### config.mk
export PLATFORM = sky130hd
export DESIGN_NAME = event_timing_entropy_estimator
export DESIGN_NICKNAME = d
export VERILOG_FILES = /design/src/etee_pkg.sv /design/src/event_timing_entropy_estimator.sv
export SDC_FILE = /design/constraint.sdc
export NUM_CORES = 1
export LEC_CHECK = 0
export BUFFER_PORTS_ARGS = -buffer_cell sky130_fd_sc_hd__buf_4
export CORE_MARGIN = 4
export CORE_UTILIZATION = 30
export CTS_CLUSTER_DIAMETER = 40
export DETAILED_ROUTE_END_ITERATION = 10
export GPL_TIMING_DRIVEN = 1
export PLACE_DENSITY = 0.43
export SKIP_CTS_REPAIR_TIMING = 1
export SYNTH_ARGS = -nofsm -noshare
export SYNTH_HDL_FRONTEND = slang
export SYNTH_SLANG_ARGS = --single-unit
### constraint.sdc
create_clock -name clock -period 7.1 [get_ports clock]
set_input_delay 1.42 -clock clock [delete_from_list [all_inputs] [get_ports clock]]
set_output_delay 1.42 -clock clock [all_outputs]
set_load 0.1 [all_outputs]
### src/etee_pkg.sv
`default_nettype none

package etee_pkg;

   // Event kinds carried on req_tuser
   typedef enum logic [1:0] {
      KIND_KEY   = 2'd0,
      KIND_CLICK = 2'd1,
      KIND_OTHER = 2'd2
   } event_kind_type;

   // Configuration register indexes
   typedef enum logic [0:0] {
      CSR_MAX_TIMER_BITS = 1'b0,
      CSR_COARSE_TIMER   = 1'b1
   } csr_index_type;

   localparam int unsigned REQ_TDATA_W = 144;
   localparam int unsigned REQ_TUSER_W = 2;
   localparam int unsigned RSP_TDATA_W = 16;
   localparam int unsigned RSP_TUSER_W = 1;
   localparam int unsigned CSR_ADDR_W  = 1;
   localparam int unsigned CSR_DATA_W  = 5;

   localparam logic [4:0]  TIMER_BITS_RESET = 5'd8;
   localparam logic [2:0]  DERATE_SHIFT     = 3'd4;
   localparam logic [31:0] MIN_DELTA        = 32'd1 << (DERATE_SHIFT + 3'd1);
   localparam logic [31:0] DELTA_CAP        = 32'hffff_ffff;
   localparam logic [10:0] MAX_CREDIT       = 11'd1050;

endpackage

`default_nettype wire

### src/event_timing_entropy_estimator.sv
// An accepted item passes through the input register and then the result register.
// Throughput: one item per cycle unless rsp_ stalls; these two registers move
// together, so a stalled result only holds the input once both are full.
// The quotient for coarse mode comes from one 32 x 33 reciprocal multiply.
// Synchronous active-high reset empties both stages, clears the timestamp and
// all histories to zero and returns the registers to max 8 bits, fine timer.
`default_nettype none

module event_timing_entropy_estimator #(
   parameter int unsigned COARSE_DIVISOR = 4
) (
   input  wire logic                               clock,
   input  wire logic                               reset,
   // req_tdata: key_code[31:0], click_position[63:32], timestamp[127:64],
   // base_bits[137:128], zero padding above
   input  wire logic [etee_pkg::REQ_TDATA_W-1:0]   req_tdata,
   // req_tuser: event_kind[1:0]
   input  wire logic [etee_pkg::REQ_TUSER_W-1:0]   req_tuser,
   input  wire logic                               req_tvalid,
   output logic                                    req_tready,
   // rsp_tdata: credited_bits[10:0], zero padding above
   output logic [etee_pkg::RSP_TDATA_W-1:0]        rsp_tdata,
   // rsp_tuser: dropped[0]
   output logic [etee_pkg::RSP_TUSER_W-1:0]        rsp_tuser,
   output logic                                    rsp_tvalid,
   input  wire logic                               rsp_tready,
   input  wire logic                               csr_we,
   input  wire logic [etee_pkg::CSR_ADDR_W-1:0]    csr_addr,
   input  wire logic [etee_pkg::CSR_DATA_W-1:0]    csr_wdata
);
   import etee_pkg::*;

   // Exact divide of a 32-bit value by the constant divisor
   localparam int unsigned DivShift  = $clog2(COARSE_DIVISOR);
   localparam int unsigned ProdShift = 32 + DivShift;
   localparam logic [64:0] DivRecipWide =
      ((65'd1 << ProdShift) + 65'(COARSE_DIVISOR) - 65'd1) / 65'(COARSE_DIVISOR);
   localparam logic [32:0] DivRecip = DivRecipWide[32:0];

   function automatic logic [4:0] floor_log2(input logic [31:0] v);
      logic [4:0] r;
      r = 5'd0;
      for (int i = 1; i < 32; i++) begin
         if (v[i]) begin
            r = 5'(i);
         end
      end
      return r;
   endfunction

   // Configuration
   logic [4:0] max_timer_bits_ff;
   logic       coarse_timer_ff;

   // Input stage
   logic        s1_valid_ff, s1_valid_in;
   logic [1:0]  s1_kind_ff;
   logic [31:0] s1_key_ff;
   logic [31:0] s1_pos_ff;
   logic [31:0] s1_delta_ff;
   logic [9:0]  s1_base_ff;
   logic [63:0] last_time_ff;

   // History
   logic [31:0] key0_ff, key1_ff, pos0_ff, pos1_ff, dlt0_ff, dlt1_ff;

   // Result stage
   logic        rsp_valid_ff, rsp_valid_in;
   logic [10:0] rsp_credit_ff, rsp_credit_in;
   logic        rsp_drop_ff, rsp_drop_in;

   logic        accept, advance;
   logic [63:0] diff;
   logic [31:0] delta_sat;
   logic [64:0] prod;
   logic [31:0] dq;
   logic        key_hit, pos_hit, drop, credit_ok;
   logic [4:0]  tbits, tmin;

   assign accept     = req_tvalid && req_tready;
   assign advance    = s1_valid_ff && (!rsp_valid_ff || rsp_tready);
   assign req_tready = !s1_valid_ff || advance;

   // Wrapped difference to the previous timestamp, saturated to 32 bits
   assign diff      = req_tdata[127:64] - last_time_ff;
   assign delta_sat = (diff[63:32] != 32'd0) ? DELTA_CAP : diff[31:0];

   always_comb begin
      s1_valid_in = s1_valid_ff;
      if (accept) begin
         s1_valid_in = 1'b1;
      end else if (advance) begin
         s1_valid_in = 1'b0;
      end
   end

   // Repeat check, derate and timing credit
   assign key_hit = (s1_key_ff == key0_ff) && (s1_key_ff == key1_ff);
   assign pos_hit = (s1_pos_ff == pos0_ff) && (s1_pos_ff == pos1_ff);
   assign drop    = ((s1_kind_ff == KIND_KEY) && key_hit) ||
                    ((s1_kind_ff == KIND_CLICK) && pos_hit);

   assign prod = {33'd0, s1_delta_ff} * {32'd0, DivRecip};
   assign dq   = coarse_timer_ff ? 32'(prod >> ProdShift) : s1_delta_ff;

   assign credit_ok = !drop && (dq >= MIN_DELTA) && !((dq == dlt0_ff) && (dq == dlt1_ff));
   assign tbits     = floor_log2(dq) - 5'(DERATE_SHIFT);
   assign tmin      = (tbits < max_timer_bits_ff) ? tbits : max_timer_bits_ff;

   always_comb begin
      rsp_credit_in = 11'd0;
      rsp_drop_in   = drop;
      if (!drop) begin
         rsp_credit_in = {1'b0, s1_base_ff} + (credit_ok ? {6'd0, tmin} : 11'd0);
      end
   end

   always_comb begin
      rsp_valid_in = rsp_valid_ff;
      if (advance) begin
         rsp_valid_in = 1'b1;
      end else if (rsp_tready) begin
         rsp_valid_in = 1'b0;
      end
   end

   // Control state
   always_ff @(posedge clock) begin
      if (reset) begin
         s1_valid_ff       <= 1'b0;
         rsp_valid_ff      <= 1'b0;
         last_time_ff      <= 64'd0;
         key0_ff           <= 32'd0;
         key1_ff           <= 32'd0;
         pos0_ff           <= 32'd0;
         pos1_ff           <= 32'd0;
         dlt0_ff           <= 32'd0;
         dlt1_ff           <= 32'd0;
         max_timer_bits_ff <= TIMER_BITS_RESET;
         coarse_timer_ff   <= 1'b0;
      end else begin
         s1_valid_ff  <= s1_valid_in;
         rsp_valid_ff <= rsp_valid_in;
         if (accept) begin
            last_time_ff <= req_tdata[127:64];
         end
         // Shift histories as the item leaves the input stage
         if (advance) begin
            if ((s1_kind_ff == KIND_KEY) && !key_hit) begin
               key1_ff <= key0_ff;
               key0_ff <= s1_key_ff;
            end
            if ((s1_kind_ff == KIND_CLICK) && !pos_hit) begin
               pos1_ff <= pos0_ff;
               pos0_ff <= s1_pos_ff;
            end
            if (credit_ok) begin
               dlt1_ff <= dlt0_ff;
               dlt0_ff <= dq;
            end
         end
         if (csr_we) begin
            unique case (csr_addr)
               CSR_MAX_TIMER_BITS: max_timer_bits_ff <= csr_wdata;
               CSR_COARSE_TIMER:   coarse_timer_ff   <= csr_wdata[0];
               default: ;
            endcase
         end
      end
   end

   // Payload
   always_ff @(posedge clock) begin
      if (accept) begin
         s1_kind_ff  <= req_tuser;
         s1_key_ff   <= req_tdata[31:0];
         s1_pos_ff   <= req_tdata[63:32];
         s1_delta_ff <= delta_sat;
         s1_base_ff  <= req_tdata[137:128];
      end
      if (advance) begin
         rsp_credit_ff <= rsp_credit_in;
         rsp_drop_ff   <= rsp_drop_in;
      end
   end

   assign rsp_tvalid = rsp_valid_ff;
   assign rsp_tdata  = {5'd0, rsp_credit_ff};
   assign rsp_tuser  = rsp_drop_ff;

endmodule

`default_nettype wire

==> flow_summary.json <==
{
  "place_congestion": 0.8961,
  "hold_path_class": "register to register",
  "place.detailed.hpwl_um": 39280,
  "synth_edf_count": 120,
  "avgSynthCellArea_um2": 9.082,
  "hold_viol_final": 0,
  "ys_warn_count": 0,
  "relSlewSlack_pct": 22.54,
  "core_um2": 67630,
  "yosysUniqueCellTypes": 76,
  "post-route-period-util_pct": 88.21,
  "dr.pass1.iters": 5,
  "insertion_delay_ns": 0.62,
  "wirelength_um": 55550,
  "fin_ws_ns": 0.8374,
  "grt_pass1_vias": 16380,
  "numClockSinks": 384,
  "ys_seq_area_share_pct": 43.13,
  "period_minus_slack_ns": 6.263,
  "worst_pin_slew_ns": 1.162,
  "layout-drive-gt1-share_pct": 13.85,
  "clock_path_buffers": 3,
  "whs_ns": 0.4500,
  "dpl.cell_count": 3199,
  "overflow": 0,
  "fill_cells": 6732,
  "dieArea_um2": 72950,
  "cts_root_buf": "clkbuf_16",
  "ys_ff_latch": 384,
  "async_flop_share_pct": 0,
  "powerDensity_nw_per_um2": 291.9,
  "p_leak_nw": 10.75,
  "ys_top_cells_by_area": "dfxtp_1, edfxtp_1, mux2i_1",
  "synthTopCellsByCount": "nor2_1, dfxtp_1, nand2_1",
  "dieHeight_um": 270.1,
  "synth_top_cell_by_area": "dfxtp_1",
  "wire_per_inst_um": 16.58,
  "syn_area_um2": 20610,
  "final.setup.tns_ns": 0,
  "fin_worst_skew_ns": 0.03742,
  "grt_max_degree": 177,
  "cts.clk_slew.worst_paths_ns": 0.05,
  "drv_cap": 0,
  "syn_inst": 2269,
  "grt_pass1_wl_um": 88870,
  "synth.most_common_cell": "nor2_1",
  "ant_nets": 0,
  "setup-violations-final": 0,
  "cts_tree": "built",
  "die_x_um": 270.1,
  "ir_worst_vdd_uv": 162.9,
  "synthToLayoutAreaGrowth_pct": 23.96,
  "critPathKind": "register to register",
  "final_max_slew_viol_count": 0,
  "worst_setup_path_start_kind": "register",
  "start_util_pct": 30.47,
  "path_max_fanout": 44,
  "run_status": "completed",
  "cts_buffers": 81,
  "routed_via_density": 4.902,
  "post-route-drc-count": 0,
  "antenna_found_initial": 2,
  "via_count": 16430,
  "io_buffers": 164,
  "grtUsageTotal_pct": 14.87,
  "ios": 176,
  "dp_worst_setup_slack_ns": 0.8059,
  "synth_top_area_share_pct": 25.65,
  "placementRows": 95,
  "fmax_mhz": 159.7,
  "h-tree-depth": 3,
  "cp_data_arrival_time_ns": 6.59,
  "cp_data_required_time_ns": 7.42,
  "fin_nets": 2641,
  "cp-end-kind": "register",
  "ys.flop_type": "dfxtp_1",
  "rsz0062_at_grt": "no",
  "instances_no_fill": 3351,
  "drt-initial-drc-count": 823
}
per-layer routing:
metal / vias to the layer above / global-route usage (%) / part of all wire (%)
li1: 8332 / - / -
met1: 7671 / 19.34 / 46
met2: 319 / 24.59 / 47
met3: 106 / 3.313 / 4.6
met4: 0 / 4.785 / 2.7
met5: - / 0 / 0
placed cells by master, fill, tap and decap left out, drive strengths merged, types with 9 or more instances in the layout:
master	Yosys	routed
edfxtp	120	120
clkinv	0	15
and3	39	39
nand3	27	27
xnor2	50	50
mux2i	198	198
nand2b	43	43
buf	50	171
nor3	50	50
o2111ai	10	10
nand4	40	40
mux2	11	11
ha	73	73
o31ai	9	9
o21a	15	15
a31oi	10	10
nand2	211	211
a21o	35	35
nor4	31	31
nor2	295	295
a21oi	169	169
dfxtp	264	264
o21ai	72	72
or3	11	11
o22ai	17	17
o211ai	9	9
bufinv	0	18
xor2	93	93
o21bai	11	11
clkbuf	69	103
nor2b	14	14
inv	105	116
a211oi	37	37
critical path: stages, from the launching register on:
cell	delay, ns
dfxtp_2	0.90
buf_4	0.30
mux2i_1	0.57
nand4_1	0.25
a21oi_1	0.22
o21ai_0	0.12
a21oi_1	0.29
ha_1	0.22
xnor2_1	0.14
ha_1	0.29
and4_1	0.23
a221oi_2	0.55
nor2_1	0.09
a211oi_1	0.27
ha_1	0.22
inv_1	0.05
fa_1	0.37
nor2b_1	0.15
o21ai_0	0.09
nand2b_1	0.15
a21o_1	0.18
nand4_1	0.12
xor2_1	0.15
nor2_1	0.05
report_power, final:
group          switching (W)  internal, W
Sequential         0.0000628      0.00236
Combinational       0.000526     0.000330
Clock                0.00130      0.00288
Total                0.00189      0.00557
state kept, by name (all words and copies together), names as in the netlist, 2 cells and up:
register and cells:
pos0_ff 32, dlt0_ff 32, last_time_ff 64, s1_pos_ff 32, max_timer_bits_ff 5, key1_ff 32
dlt1_ff 32, s1_delta_ff 32, s1_kind_ff 2, rsp_credit_ff 11, s1_key_ff 32, key0_ff 32
s1_base_ff 10, pos1_ff 32
area by class of cell:
class / count / area (µm²) / area share [%]
Clock buffer: 102 / 2200 / 8.611
Antenna cell: 1 / 2.502 / 0.009796
Inverter: 105 / 399.1 / 1.563
Sequential cell: 384 / 8890 / 34.80
Timing Repair Buffer: 172 / 1310 / 5.128
Multi-Input combinational cell: 1665 / 10810 / 42.32
Clock inverter: 49 / 839.6 / 3.287
Tap cell: 873 / 1092 / 4.276
through the flow:
step / total power, W / instance area, µm² / utilization [%]
3_5_place_dp: 0.003321 / 22500 / 33.27
3_3_place_gp: 0.003311 / 22500 / 33.27
4_1_cts: 0.007587 / 25540 / 37.77
6_report: 0.007457 / 25540 / 37.77
5_1_grt: 0.007786 / 25540 / 37.77
2_1_floorplan: 0.003059 / 20620 / -
final timing paths:
path,slack [ns],cells past startpoint,startpoint,endpoint
setup reg to reg,0.84,23,coarse_timer_ff$_SDFFE_PP0P_,rsp_credit_ff[8]$_SDFFCE_PP0P_
setup / recovery,0.84,23,coarse_timer_ff$_SDFFE_PP0P_,rsp_credit_ff[8]$_SDFFCE_PP0P_
hold / removal,0.45,2,last_time_ff[34]$_SDFFE_PP0P_,last_time_ff[34]$_SDFFE_PP0P_
hold reg to reg,0.45,2,last_time_ff[34]$_SDFFE_PP0P_,last_time_ff[34]$_SDFFE_PP0P_
cell families after synthesis:
family	after synthesis	share of synthesized area, %
compound gates	449	14.01
flops	384	43.13
simple gates	784	17.35
mux	209	10.22
buf+inv	224	4.560
fa+ha+maj	75	4.627
other cells	1	0.01820
xor+xnor	143	6.078
Note: power is estimated with default switching activity, not from simulation.
